## config.mk

```make
export PLATFORM = sky130hd
export DESIGN_NAME = servo_pulse_sequencer_top
export DESIGN_NICKNAME = d
export VERILOG_FILES = /design/src/design/sps_pkg.sv /design/src/design/sps_div.sv /design/src/design/servo_pulse_sequencer_top.sv
export SDC_FILE = /design/constraint.sdc
export NUM_CORES = 1
export LEC_CHECK = 0
export BUFFER_PORTS_ARGS = -buffer_cell sky130_fd_sc_hd__buf_4
export CORE_UTILIZATION = 35
export DETAILED_ROUTE_END_ITERATION = 7
export SLEW_MARGIN = 20
export SYNTH_ARGS = -nofsm -noshare
export SYNTH_HDL_FRONTEND = slang
export SYNTH_SLANG_ARGS = --single-unit
```

## constraint.sdc

```tcl
create_clock -name aclk -period 7.3 [get_ports aclk]
set_input_delay 0.365 -clock aclk [delete_from_list [all_inputs] [get_ports aclk]]
set_output_delay 0.365 -clock aclk [all_outputs]
set_load 0.1 [all_outputs]
```

## src/design/sps_pkg.sv

```systemverilog
// Shared types and constants for the servo pulse sequencer.
package sps_pkg;

    localparam int DEF_MAX_CHANNELS = 2;

    localparam int WIDTH_W  = 11;
    localparam int VALUE_W  = 12;
    localparam int TICKS_W  = 13;
    localparam int ANGLE_W  = 10;
    localparam int PROD_W   = 24;
    localparam int DIVD_W   = 24;
    localparam int DEN_W    = 10;
    localparam int CFG_IDX_W = 3;

    localparam logic [TICKS_W-1:0] PULSE_EXTRA = 13'd20;
    localparam logic [WIDTH_W-1:0] WIDTH_TOP   = 11'd2047;

    // input kinds
    localparam logic [2:0] KIND_TICK  = 3'd0;
    localparam logic [2:0] KIND_START = 3'd1;
    localparam logic [2:0] KIND_SET   = 3'd2;
    localparam logic [2:0] KIND_ANGLE = 3'd3;
    localparam logic [2:0] KIND_INC   = 3'd4;
    localparam logic [2:0] KIND_DEC   = 3'd5;
    localparam logic [2:0] KIND_RESET = 3'd6;

    // configuration register indexes
    localparam logic [CFG_IDX_W-1:0] CFG_ACTIVE    = 3'd0;
    localparam logic [CFG_IDX_W-1:0] CFG_MIN_WIDTH = 3'd1;
    localparam logic [CFG_IDX_W-1:0] CFG_MAX_WIDTH = 3'd2;
    localparam logic [CFG_IDX_W-1:0] CFG_CENTER    = 3'd3;
    localparam logic [CFG_IDX_W-1:0] CFG_MIN_ANGLE = 3'd4;
    localparam logic [CFG_IDX_W-1:0] CFG_MAX_ANGLE = 3'd5;
    localparam logic [CFG_IDX_W-1:0] CFG_REV_MASK  = 3'd6;

    // configuration reset values
    localparam logic [1:0]         RST_ACTIVE    = 2'd2;
    localparam logic [WIDTH_W-1:0] RST_MIN_WIDTH = 11'd50;
    localparam logic [WIDTH_W-1:0] RST_MAX_WIDTH = 11'd250;
    localparam logic [WIDTH_W-1:0] RST_CENTER    = 11'd150;
    localparam logic [ANGLE_W-1:0] RST_MIN_ANGLE = 10'h3A6;  // -90
    localparam logic [ANGLE_W-1:0] RST_MAX_ANGLE = 10'd90;
    localparam logic [1:0]         RST_REV_MASK  = 2'd0;

    typedef struct packed {
        logic [2:0]                kind;
        logic                      channel;
        logic signed [VALUE_W-1:0] value;
    } sps_in_t;

    typedef struct packed {
        logic [1:0]         pin_levels;
        logic               busy_res;
        logic               frame_done;
        logic [WIDTH_W-1:0] width_readback;
    } sps_out_t;

endpackage

```

## src/design/sps_div.sv

```systemverilog
// Iterative unsigned divider, two quotient bits per cycle.
module sps_div
    import sps_pkg::*;
(
    input  logic              aclk,
    input  logic              aresetn,
    input  logic              start,
    input  logic [DIVD_W-1:0] dividend,
    input  logic [DEN_W-1:0]  divisor,
    output logic [DIVD_W-1:0] quotient,
    output logic              done
);

    localparam int ITER  = DIVD_W / 2;
    localparam int CNT_W = $clog2(ITER);

    logic [DEN_W:0]     rem_reg, rem_next;
    logic [DIVD_W-1:0]  quo_reg, quo_next;
    logic [CNT_W-1:0]   cnt_reg, cnt_next;
    logic               run_reg, run_next;
    logic               done_reg, done_next;

    always_comb begin
        logic [DEN_W+1:0] tmp;
        logic [DEN_W:0]   r;
        logic [DIVD_W-1:0] q;
        r = rem_reg;
        q = quo_reg;
        for (int k = 0; k < 2; k++) begin
            tmp = {r, q[DIVD_W-1]};
            q   = {q[DIVD_W-2:0], 1'b0};
            if (tmp >= {2'b00, divisor}) begin
                tmp  = tmp - {2'b00, divisor};
                q[0] = 1'b1;
            end
            r = tmp[DEN_W:0];
        end

        rem_next  = rem_reg;
        quo_next  = quo_reg;
        cnt_next  = cnt_reg;
        run_next  = run_reg;
        done_next = 1'b0;
        if (start) begin
            rem_next = '0;
            quo_next = dividend;
            cnt_next = '0;
            run_next = 1'b1;
        end else if (run_reg) begin
            rem_next = r;
            quo_next = q;
            cnt_next = cnt_reg + 1'b1;
            if (cnt_reg == CNT_W'(ITER - 1)) begin
                run_next  = 1'b0;
                done_next = 1'b1;
            end
        end
    end

    always_ff @(posedge aclk) begin
        if (!aresetn) begin
            run_reg  <= 1'b0;
            done_reg <= 1'b0;
            cnt_reg  <= '0;
        end else begin
            run_reg  <= run_next;
            done_reg <= done_next;
            cnt_reg  <= cnt_next;
        end
        rem_reg <= rem_next;
        quo_reg <= quo_next;
    end

    assign quotient = quo_reg;
    assign done     = done_reg;

endmodule

```

## src/design/servo_pulse_sequencer_top.sv

```systemverilog
// Servo pulse sequencer: command decode, frame sequencing and result register.
// Every item is decoded and reported through the result register; start and a pulse-ending
// tick first scan the channels until one has a nonzero pulse or none is left; reset-all
// first sets each active channel to center; set-angle multiplies, runs the two-bit divider
// and writes, or writes center on a zero angle span. s_ready is high only while idle.
// Reset (aresetn low, synchronous): widths zero, frame idle, registers at defaults.
module servo_pulse_sequencer_top
    import sps_pkg::*;
#(
    parameter int MAX_CHANNELS = DEF_MAX_CHANNELS
) (
    input  logic                 aclk,
    input  logic                 aresetn,
    input  logic                 s_valid,
    output logic                 s_ready,
    input  sps_in_t              s_data,
    output logic                 m_valid,
    input  logic                 m_ready,
    output sps_out_t             m_data,
    input  logic                 cfg_wr_en,
    input  logic [CFG_IDX_W-1:0] cfg_index,
    input  logic [WIDTH_W-1:0]   cfg_wdata
);

    localparam int CH_W  = (MAX_CHANNELS > 1) ? $clog2(MAX_CHANNELS) : 1;
    localparam int PTR_W = $clog2(MAX_CHANNELS + 1);

    localparam logic [2:0] S_IDLE = 3'd0;
    localparam logic [2:0] S_EXEC = 3'd1;
    localparam logic [2:0] S_SCAN = 3'd2;
    localparam logic [2:0] S_CLR  = 3'd3;
    localparam logic [2:0] S_MUL  = 3'd4;
    localparam logic [2:0] S_DIVS = 3'd5;
    localparam logic [2:0] S_DIV  = 3'd6;
    localparam logic [2:0] S_OUT  = 3'd7;

    // configuration
    logic [1:0]         active_reg;
    logic [WIDTH_W-1:0] min_w_reg, max_w_reg, center_reg;
    logic [ANGLE_W-1:0] min_a_reg, max_a_reg;
    logic [1:0]         rev_reg;

    logic [2:0]                state_reg, state_next;
    logic [2:0]                kind_reg;
    logic                      ch_reg;
    logic signed [VALUE_W-1:0] value_reg;
    logic [WIDTH_W-1:0]        widths_reg [MAX_CHANNELS];
    logic                      busy_reg, busy_next;
    logic [CH_W-1:0]           cur_reg, cur_next;
    logic [TICKS_W-1:0]        ticks_reg, ticks_next;
    logic                      done_reg, done_next;
    logic [PTR_W-1:0]          ptr_reg, ptr_next;
    logic signed [PROD_W-1:0]  prod_reg;
    logic signed [WIDTH_W-1:0] span_reg, span_next;
    logic                      neg_reg;
    logic                      m_valid_reg, m_valid_next;
    sps_out_t                  m_data_reg, m_data_next;

    logic                      wr_en;
    logic [WIDTH_W-1:0]        wr_data;
    logic [WIDTH_W-1:0]        width_rd;
    logic [PTR_W-1:0]          ch_ext, cnt;
    logic                      ch_ok;
    logic signed [VALUE_W-1:0] wdiff;
    logic signed [WIDTH_W-1:0] span;
    logic                      rev_bit;
    logic [TICKS_W-1:0]        plen;
    logic [WIDTH_W-1:0]        angle_w;
    logic                      div_start, div_done;
    logic [DIVD_W-1:0]         div_num, div_quo;
    logic [DEN_W-1:0]          div_den;
    logic [1:0]                pins;

    assign ch_ext = PTR_W'(ch_reg);
    assign ch_ok  = ch_ext < PTR_W'(MAX_CHANNELS);
    assign cnt    = (32'(active_reg) > MAX_CHANNELS) ? PTR_W'(MAX_CHANNELS)
                                                     : PTR_W'(active_reg);
    assign width_rd = (ptr_reg < PTR_W'(MAX_CHANNELS)) ? widths_reg[ptr_reg[CH_W-1:0]] : '0;

    assign wdiff = $signed({1'b0, max_w_reg}) - $signed({1'b0, min_w_reg});
    assign span  = $signed({max_a_reg[ANGLE_W-1], max_a_reg})
                 - $signed({min_a_reg[ANGLE_W-1], min_a_reg});

    // pulse length of the channel under the scan pointer, floored at zero
    assign rev_bit = (32'(ptr_reg) < 2) && rev_reg[ptr_reg[0]];
    always_comb begin
        logic signed [TICKS_W:0] mirrored;
        mirrored = $signed({3'b000, max_w_reg}) - $signed({3'b000, width_rd})
                 + $signed({3'b000, min_w_reg}) + $signed({1'b0, PULSE_EXTRA});
        if (rev_bit)
            plen = mirrored[TICKS_W] ? '0 : mirrored[TICKS_W-1:0];
        else
            plen = {2'b00, width_rd} + PULSE_EXTRA;
    end

    // divider operands: sign-magnitude around the unsigned divider unit
    always_comb begin
        logic [PROD_W-1:0]  pabs;
        logic [WIDTH_W-1:0] sabs;
        pabs    = prod_reg[PROD_W-1] ? PROD_W'(-prod_reg) : PROD_W'(prod_reg);
        sabs    = span_reg[WIDTH_W-1] ? WIDTH_W'(-span_reg) : WIDTH_W'(span_reg);
        div_num = DIVD_W'(pabs);
        div_den = sabs[DEN_W-1:0];
    end

    always_comb begin
        logic signed [DIVD_W:0]   q_s;
        logic signed [DIVD_W+1:0] sum;
        q_s = neg_reg ? -$signed({1'b0, div_quo}) : $signed({1'b0, div_quo});
        sum = $signed({q_s[DIVD_W], q_s}) + $signed({15'b0, center_reg});
        if (sum[DIVD_W+1])
            angle_w = '0;
        else if (sum > $signed({15'b0, WIDTH_TOP}))
            angle_w = WIDTH_TOP;
        else
            angle_w = sum[WIDTH_W-1:0];
    end

    sps_div u_div (
        .aclk     (aclk),
        .aresetn  (aresetn),
        .start    (div_start),
        .dividend (div_num),
        .divisor  (div_den),
        .quotient (div_quo),
        .done     (div_done)
    );

    assign pins = (busy_reg && 32'(cur_reg) < 2) ? (2'b01 << cur_reg[0]) : 2'b00;

    always_comb begin
        logic [TICKS_W-1:0] ticks_dec;
        ticks_dec    = (ticks_reg != '0) ? ticks_reg - 1'b1 : '0;
        state_next   = state_reg;
        busy_next    = busy_reg;
        cur_next     = cur_reg;
        ticks_next   = ticks_reg;
        done_next    = done_reg;
        ptr_next     = ptr_reg;
        span_next    = span_reg;
        wr_en        = 1'b0;
        wr_data      = width_rd;
        div_start    = 1'b0;
        m_valid_next = m_valid_reg;
        m_data_next  = m_data_reg;
        if (m_valid_reg && m_ready)
            m_valid_next = 1'b0;

        case (state_reg)
            S_IDLE: begin
                if (s_valid) begin
                    state_next = S_EXEC;
                    ptr_next   = PTR_W'(s_data.channel);
                    done_next  = 1'b0;
                end
            end
            S_EXEC: begin
                state_next = S_OUT;
                case (kind_reg)
                    KIND_TICK: begin
                        if (busy_reg) begin
                            ticks_next = ticks_dec;
                            if (ticks_dec == '0) begin
                                ptr_next   = PTR_W'(cur_reg) + PTR_W'(1);
                                state_next = S_SCAN;
                            end
                        end
                    end
                    KIND_START: begin
                        if (!busy_reg) begin
                            ptr_next   = '0;
                            state_next = S_SCAN;
                        end
                    end
                    KIND_SET: begin
                        wr_en   = ch_ok;
                        wr_data = value_reg[VALUE_W-1] ? '0 : value_reg[WIDTH_W-1:0];
                    end
                    KIND_ANGLE: begin
                        span_next = span;
                        if (ch_ok && span == '0) begin
                            wr_en   = 1'b1;
                            wr_data = center_reg;
                        end else if (ch_ok) begin
                            state_next = S_MUL;
                        end
                    end
                    KIND_INC: begin
                        wr_en   = ch_ok && ({1'b0, width_rd} + 12'd1 <= {1'b0, max_w_reg});
                        wr_data = width_rd + 1'b1;
                    end
                    KIND_DEC: begin
                        wr_en   = ch_ok && (width_rd > min_w_reg);
                        wr_data = width_rd - 1'b1;
                    end
                    KIND_RESET: begin
                        ptr_next   = '0;
                        state_next = S_CLR;
                    end
                    default: ;
                endcase
                if (state_next == S_OUT)
                    ptr_next = ch_ext;
            end
            S_SCAN: begin
                if (ptr_reg >= cnt) begin
                    busy_next  = 1'b0;
                    cur_next   = '0;
                    ticks_next = '0;
                    done_next  = 1'b1;
                    ptr_next   = ch_ext;
                    state_next = S_OUT;
                end else if (plen != '0) begin
                    busy_next  = 1'b1;
                    cur_next   = ptr_reg[CH_W-1:0];
                    ticks_next = plen;
                    ptr_next   = ch_ext;
                    state_next = S_OUT;
                end else begin
                    ptr_next = ptr_reg + 1'b1;
                end
            end
            S_CLR: begin
                if (ptr_reg < cnt) begin
                    wr_en    = 1'b1;
                    wr_data  = center_reg;
                    ptr_next = ptr_reg + 1'b1;
                end else begin
                    ptr_next   = ch_ext;
                    state_next = S_OUT;
                end
            end
            S_MUL: begin
                state_next = S_DIVS;
            end
            S_DIVS: begin
                div_start  = 1'b1;
                state_next = S_DIV;
            end
            S_DIV: begin
                if (div_done) begin
                    wr_en      = 1'b1;
                    wr_data    = angle_w;
                    state_next = S_OUT;
                end
            end
            S_OUT: begin
                if (!m_valid_reg || m_ready) begin
                    m_valid_next               = 1'b1;
                    m_data_next.pin_levels     = pins;
                    m_data_next.busy_res       = busy_reg;
                    m_data_next.frame_done     = done_reg;
                    m_data_next.width_readback = ch_ok ? width_rd : '0;
                    state_next                 = S_IDLE;
                end
            end
            default: state_next = S_IDLE;
        endcase
    end

    always_ff @(posedge aclk) begin
        if (!aresetn) begin
            state_reg   <= S_IDLE;
            busy_reg    <= 1'b0;
            cur_reg     <= '0;
            ticks_reg   <= '0;
            done_reg    <= 1'b0;
            ptr_reg     <= '0;
            m_valid_reg <= 1'b0;
            for (int i = 0; i < MAX_CHANNELS; i++)
                widths_reg[i] <= '0;
        end else begin
            state_reg   <= state_next;
            busy_reg    <= busy_next;
            cur_reg     <= cur_next;
            ticks_reg   <= ticks_next;
            done_reg    <= done_next;
            ptr_reg     <= ptr_next;
            m_valid_reg <= m_valid_next;
            if (wr_en && ptr_reg < PTR_W'(MAX_CHANNELS))
                widths_reg[ptr_reg[CH_W-1:0]] <= wr_data;
        end
        if (state_reg == S_IDLE && s_valid) begin
            kind_reg  <= s_data.kind;
            ch_reg    <= s_data.channel;
            value_reg <= s_data.value;
        end
        if (state_reg == S_MUL)
            prod_reg <= value_reg * wdiff;
        if (state_reg == S_DIVS)
            neg_reg <= prod_reg[PROD_W-1] ^ span_reg[WIDTH_W-1];
        span_reg   <= span_next;
        m_data_reg <= m_data_next;
    end

    always_ff @(posedge aclk) begin
        if (!aresetn) begin
            active_reg <= RST_ACTIVE;
            min_w_reg  <= RST_MIN_WIDTH;
            max_w_reg  <= RST_MAX_WIDTH;
            center_reg <= RST_CENTER;
            min_a_reg  <= RST_MIN_ANGLE;
            max_a_reg  <= RST_MAX_ANGLE;
            rev_reg    <= RST_REV_MASK;
        end else if (cfg_wr_en) begin
            case (cfg_index)
                CFG_ACTIVE:    active_reg <= cfg_wdata[1:0];
                CFG_MIN_WIDTH: min_w_reg  <= cfg_wdata;
                CFG_MAX_WIDTH: max_w_reg  <= cfg_wdata;
                CFG_CENTER:    center_reg <= cfg_wdata;
                CFG_MIN_ANGLE: min_a_reg  <= cfg_wdata[ANGLE_W-1:0];
                CFG_MAX_ANGLE: max_a_reg  <= cfg_wdata[ANGLE_W-1:0];
                CFG_REV_MASK:  rev_reg    <= cfg_wdata[1:0];
                default: ;
            endcase
        end
    end

    assign s_ready = (state_reg == S_IDLE);
    assign m_valid = m_valid_reg;
    assign m_data  = m_data_reg;

    // a running frame always has time left once the sequencer settles
    a_busy_ticks: assert property (@(posedge aclk) disable iff (!aresetn)
        (state_reg == S_IDLE && busy_reg) |-> ticks_reg != '0)
        else $error("frame busy with no ticks left");

    a_done_idle: assert property (@(posedge aclk) disable iff (!aresetn)
        (m_valid_reg && m_data_reg.frame_done) |-> !m_data_reg.busy_res)
        else $error("frame_done reported while busy");

    a_pins_onehot: assert property (@(posedge aclk) disable iff (!aresetn)
        m_valid_reg |-> $onehot0(m_data_reg.pin_levels))
        else $error("more than one pin high");

    a_div_owner: assert property (@(posedge aclk) disable iff (!aresetn)
        div_done |-> state_reg == S_DIV)
        else $error("divider finished outside angle sequence");

    a_accept_moves: assert property (@(posedge aclk) disable iff (!aresetn)
        (s_valid && s_ready) |=> state_reg == S_EXEC)
        else $error("accepted item not executed");

endmodule
```

=== Yosys cells after proc, flatten, opt, wreduce, memory -nomap -nowiden ===
Memory sizes are Yosys's and may differ from the RTL's. A register that Yosys moved wholly into a read port is not among the register bits.
Cells that the tools add are included.

* Bitwise operators: 3
* Equality and inequality tests: 33
* Magnitude comparators: 12
* $add $sub $neg: 19
* Muxes and demuxes: 82
* Reductions and logical operators: 38
* $mul: 1
* Div/mod/pow operators: 0
* Shift-type cells: 1

{| class="wikitable"
|+ Operator list
! cell !! number
|-
| 2-to-1 mux 11 bit || 10
|-
| 2-to-1 mux 13 bit || 7
|-
| 2-to-1 mux 24 bit || 3
|-
| case mux 11 bit (4 select lines) || 1
|-
| equality test 3 bit (second input constant) || 11
|-
| case mux 11 bit (3 select lines) || 1
|-
| 2-to-1 mux 3 bit || 10
|-
| 2-to-1 mux 1 bit || 29
|-
| adder 25 x 12 -> 26 bit || 1
|-
| greater-than comparator 26 x 12 -> 1 bit (second input constant) || 1
|-
| case mux 13 bit (2 select lines) || 1
|-
| nonzero test 13 bit || 2
|-
| 2-to-1 mux 25 bit || 1
|-
| negator 24 -> 25 bit || 1
|-
| >= comparator 12 x 10 -> 1 bit || 2
|-
| multiplier 12 x 12 -> 24 bit || 1
|-
| negator 24 bit || 1
|-
| case mux 3 bit (8 select lines) || 1
|-
| subtractor 11 x 11 -> 12 bit || 2
|-
| 2-to-1 mux 2 bit || 11
|-
| subtractor 11 x 10 -> 11 bit || 2
|-
| AND reduction 2 bit || 10
|-
| equality test 3 x 2 -> 1 bit (second input constant) || 6
|-
| adder 13 x 6 -> 14 bit (second input constant) || 1
|-
| other kinds (50) || 73
|}

* Register bits: 187
* Memories: 1
* Bits in writable memories: 22
* Logic and storage cells: 219
* Bits of input ports: 35
* Output and inout port bits: 17
* ROM bits: 0
* Bits in latches: 0

{| class="wikitable"
|+ Memory list
! name !! words !! bits a word !! rd ports !! clocked after Yosys merged registers in !! wr ports !! RTL line !! source
|-
| widths_reg || 2 || 11 || 1 || 1 || 2 || servo_pulse_sequencer_top.sv:47 || <nowiki>logic [WIDTH_W-1:0] widths_reg [MAX_CHANNELS];</nowiki>
|}

=== Longest topological paths before layout ===
* Depth in word-level cells: 13
* Gate-level depth with buffers: 33
* Depth with buffers taken out: 33

=== Hierarchy ===
From an unflattened synthesis, not the netlist that was laid out.

* Cells, all modules: 2482
* Area total of the unflattened synthesis: 21534.4 sq um

{| class="wikitable"
|+ Modules (own cells, without submodules)
! module !! cells each !! times used !! sequential area each (sq um) !! area an instance (sq um)
|-
| servo_pulse_sequencer_top || 2178 || 1 || 4274.1 || 18544.0
|-
| sps_div || 304 || 1 || 1061.0 || 2990.4
|}

=== Worst setup path after synthesis ===
No wires, ideal clock.

* Path type: reg2reg
* Start point: reg min_w_reg[0]
* End point: reg prod_reg[22] (data pin)
* Path slack: -0.251 ns
* Buffers on the path: 1
* Library setup time: 0.266 ns
* Data arrival time: 7.286 ns
* Stages on the path, launching flop included: 33
* Data required time: 7.034 ns
* Clock period less this slack: 7.551 ns
* Cells stage by stage: dfxtp_1 -> ha_1 -> inv_1 -> fa_1 -> a21o_1 -> a21oi_1 -> o21ai_0 -> a21oi_1 -> o21bai_1 -> a21oi_1 -> o21ai_0 -> a21oi_1 -> xnor2_1 -> clkbuf_1 -> nand2_1 -> fa_1 -> fa_1 -> inv_1 -> fa_1 -> fa_1 -> inv_1 -> fa_1 -> inv_1 -> ha_1 -> or2_2 -> o31a_1 -> a31oi_1 -> nand2_1 -> a41oi_1 -> nor2b_1 -> o21a_1 -> o41ai_1 -> xnor2_1

* Cells in the longest elaborated chain, start to end: 2

{| class="wikitable"
|+ Ends and longest elaborated chain
! what !! RTL line !! source
|-
| start, declared || servo_pulse_sequencer_top.sv:39 || <nowiki>logic [WIDTH_W-1:0] min_w_reg, max_w_reg, center_reg;</nowiki>
|-
| start signal, assigned || servo_pulse_sequencer_top.sv:308 || <nowiki>CFG_MIN_WIDTH: min_w_reg <= cfg_wdata;</nowiki>
|-
| subtractor 11 x 11 -> 12 bit || servo_pulse_sequencer_top.sv:80 || <nowiki>assign wdiff = $signed({1'b0, max_w_reg}) - $signed({1'b0, min_w_reg});</nowiki>
|-
| multiplier 12 x 12 -> 24 bit || servo_pulse_sequencer_top.sv:289 || <nowiki>prod_reg <= value_reg * wdiff;</nowiki>
|-
| end signal, assigned || servo_pulse_sequencer_top.sv:289 ||
|-
| end, declared || servo_pulse_sequencer_top.sv:53 || <nowiki>logic signed [PROD_W-1:0] prod_reg;</nowiki>
|}

Every way passes these cells.
A chain may end at the register's enable or synchronous reset.

=== Worst setup path after layout ===
* Start point: reg max_w_reg[0]
* End point: reg prod_reg[22] (data pin)

* Cells in the longest elaborated chain, start to end: 2

{| class="wikitable"
|+ Ends and longest elaborated chain
! what !! RTL line !! source
|-
| start, declared || servo_pulse_sequencer_top.sv:39 ||
|-
| start signal, assigned || servo_pulse_sequencer_top.sv:309 || <nowiki>CFG_MAX_WIDTH: max_w_reg <= cfg_wdata;</nowiki>
|-
| subtractor 11 x 11 -> 12 bit || servo_pulse_sequencer_top.sv:80 ||
|-
| multiplier 12 x 12 -> 24 bit || servo_pulse_sequencer_top.sv:289 ||
|}

Every way passes these cells.

==> results.sh <==
export IMPL_outcome="finished, final reports clean"
export IMPL_post_drt_via_cell_ratio=5.41
export IMPL_finish_instance_area_mm2=0.0250
export IMPL_number_of_antenna_violating_nets_in_the_routed_design=0
export IMPL_detail_route_iter0_violations=1400
export IMPL_clockRootBuffer="sky130_fd_sc_hd__clkbuf_16"
export IMPL_grt_overflow=0
export IMPL_ys_types=100
export IMPL_worst_hold_slack_ns=0.0933
export IMPL_global_route_wire_length_before_repair_um=101000
export IMPL_crit_path_max_incr_delay_ns=0.54
export IMPL_clk_insertion_delay_late_ns=0.57
export IMPL_period_share=0.974
export IMPL_power_share_sequential=0.163
export IMPL_final_nets=3005
export IMPL_worst_endpoint_arrival_ns=7.40
export IMPL_starting_density_of_the_core=0.356
export IMPL_required_ns=7.59
export IMPL_fp_coreArea_mm2=0.0619
export IMPL_layout_setup_ws_ns=0.189
export IMPL_final_layout_size_suffix_gt1_frac=0.106
export IMPL_critPathLaunchType="flop"
export IMPL_leakagePower_uw=0.0104
export IMPL_internal_power_uw=7070
export IMPL_power_switching_fraction=0.481
export IMPL_synth_main_ff_cell="sky130_fd_sc_hd__edfxtp_1"
export IMPL_fmaxAchievable_ghz=0.141
export IMPL_post_synthesis_register_bit_count=210
export IMPL_post_drt_wl_per_cell_um=18.4
export IMPL_fillers=6231
export IMPL_combPwrFrac=0.729
export IMPL_worst_setup_path_end_kind="flop"
export IMPL_p_clk_frac=0.108
export IMPL_syn_cell_area_mm2=0.0220
export IMPL_max_transition_viols_final=0
export IMPL_die_width_um=253
export IMPL_min_path_type="in -> reg"
export IMPL_largest_net_degree_at_the_start_of_global_routing=92
export IMPL_clkSlewWorstSetupHoldPaths_ns=0.06
export IMPL_synth_sequential_area_ratio=0.242
export IMPL_minimum_clock_period_after_layout_ns=7.11
export IMPL_syn_num_nets=2927
export IMPL_area_growth_syn_to_layout_pct=13.6
export IMPL_drt_drc_violations_left=0
export IMPL_setup_viol=0
export IMPL_fp_dieH_um=253
export IMPL_synth_edf_count=113
export IMPL_grt_usage=0.200
export IMPL_post_synth_cell_area_avg_um2=8.58
export IMPL_cts_sinks=210
export IMPL_hold_violations=0
export IMPL_setup_worst_path_class="reg -> reg"
export IMPL_insertedDiodeCount=0
export IMPL_place_hpwl_um=50200
export IMPL_num_vias=19000
export IMPL_clockBufferDepth=3
export IMPL_finalWeightedCongestion=0.911
export IMPL_powerDensity_mw_per_mm2=545
export IMPL_port_buffers=51
export IMPL_netlist_instances=2569
export IMPL_cts_htree_levels=1
export IMPL_timing_critical_path_fanout_max=5
export IMPL_die_area_mm2=0.0640
export IMPL_max_slew_worst_pin_slew_ns=1.11
export IMPL_cap_viol_max_count=0
export IMPL_placement_rows=91
export IMPL_ir_drop_v=0.000694
export IMPL_boundary_pins=52
export IMPL_setup_tns_final_ns=0
export IMPL_number_of_antenna_violations_at_the_first_check_in_global_routing=0
export IMPL_fin_skew_ns=0.0300
export IMPL_number_of_global_route_vias_before_repair=18400
export IMPL_tritoncts="done"
export IMPL_placement_setup_worst_slack_ns=-0.118
export IMPL_dr_pass1_iters=6
export IMPL_number_of_buffers_inserted_during_clock_tree_synthesis=28
export IMPL_placed_cell_area_mm2=0.0235
export IMPL_synth_yosys_warnings=0
export IMPL_mostFrequentLayoutCells="sky130_fd_sc_hd__nand2_1, sky130_fd_sc_hd__inv_1, sky130_fd_sc_hd__ha_1"
export IMPL_switchingPower_uw=6570
export IMPL_final_common_cell="sky130_fd_sc_hd__nand2_1"
export IMPL_slew_headroom=0.256
export IMPL_critical_path_most_common_cell="sky130_fd_sc_hd__fa_1"
export IMPL_cpMaxStageDelayCell="sky130_fd_sc_hd__fa_1"
export IMPL_synth_async_sr_flop_share=0
export IMPL_post_route_wl_um=64500
[power by group through the flow]
stage	logic [uW]	registers, uW	clock network, uW
floorplan	7070	2040	0
global placement	9200	2230	0
detailed placement	9400	2240	0
CTS	9620	2210	1510
global route	11100	2260	1560
finish	9940	2220	1480
[worst max-delay path: cells and delay by family, from the launching register on]
| kind | cells | cell delay (ns) |
|---|---|---|
| fa+ha+maj | 8 | 3.21 |
| compound gates | 11 | 2.09 |
| buf+inv | 8 | 0.68 |
| flops | 1 | 0.32 |
| xor+xnor | 2 | 0.27 |
| simple gates | 3 | 0.27 |
[kinds of logic (layout without fill, tap and decap cells)]
kind of cell	count (synthesis)	count (layout)	share of synthesized area
AO/OA/AOI/OAI	579	579	0.181
flip-flops	210	210	0.242
adder cells (fa/ha/maj)	323	323	0.233
buffers and inverters	393	493	0.0685
AND/OR/NAND/NOR	873	873	0.197
multiplexers	36	36	0.0165
XOR/XNOR	155	155	0.0623
[metal layers]
metal / wire (um) / part of all wire / global-route usage
met2: 29500 / 0.46 / 0.323
met3: 4230 / 0.066 / 0.0332
met4: 1550 / 0.024 / 0.0521
met5: 0 / 0 / 0
met1: 29300 / 0.45 / 0.275
[cell usage after synthesis (42+ instances only)]
cell type / number / share of area
sky130_fd_sc_hd__a21boi_0: 42 / 0.014
sky130_fd_sc_hd__a21oi_1: 124 / 0.028
sky130_fd_sc_hd__and2_1: 62 / 0.018
sky130_fd_sc_hd__clkbuf_1: 83 / 0.014
sky130_fd_sc_hd__dfxtp_1: 97 / 0.088
sky130_fd_sc_hd__edfxtp_1: 113 / 0.15
sky130_fd_sc_hd__fa_1: 146 / 0.13
sky130_fd_sc_hd__ha_1: 177 / 0.10
sky130_fd_sc_hd__inv_1: 293 / 0.050
sky130_fd_sc_hd__nand2_1: 322 / 0.055
sky130_fd_sc_hd__nand2b_1: 42 / 0.012
sky130_fd_sc_hd__nand3_1: 55 / 0.012
sky130_fd_sc_hd__nor2_1: 135 / 0.023
sky130_fd_sc_hd__nor2b_1: 42 / 0.012
sky130_fd_sc_hd__nor3_1: 62 / 0.014
sky130_fd_sc_hd__o21ai_0: 125 / 0.028
sky130_fd_sc_hd__xnor2_1: 99 / 0.039
sky130_fd_sc_hd__xor2_1: 54 / 0.021
[final timing paths]
| kind | start | endpoint | slack (ns) | cells past startpoint |
|---|---|---|---|---|
| setup reg to reg | max_w_reg[0] | prod_reg[22] | 0.19 | 32 |
| setup / recovery | max_w_reg[0] | prod_reg[22] | 0.19 | 32 |
| hold / removal | cfg_wdata[7] | center_reg[7] | 0.09 | 3 |
| hold reg to reg | done_reg | m_data[11] | 0.45 | 0 |
[cell type report]
class                           instances  area, um^2  share of cell area
Multi-Input combinational cell       1966       15400               0.616
Clock buffer                           38         779              0.0311
Tap cell                              837        1050              0.0418
Clock inverter                         14         204             0.00814
Sequential cell                       210        5340               0.213
Timing Repair Buffer                  146        1140              0.0457
Inverter                              295        1110              0.0442
[what timing repair did]
action	in CTS	in global routing
hold buffers	16	0
gates cloned	0	0
hold endpoints to repair	16	0
pin swaps	23	49
resized for setup	14	35
setup endpoints to repair	4	8
setup buffers	21	6
[stage by stage]
step	std cells	power [uW]	util
final	3506	13600	0.404
after floorplan	2569	9110	-
after global routing	3506	15000	0.404
after global placement	3415	11400	0.380
after CTS	3503	13300	0.402
after detailed placement	3415	11600	0.380
No activity file was read; power rests on OpenSTA's default activity.
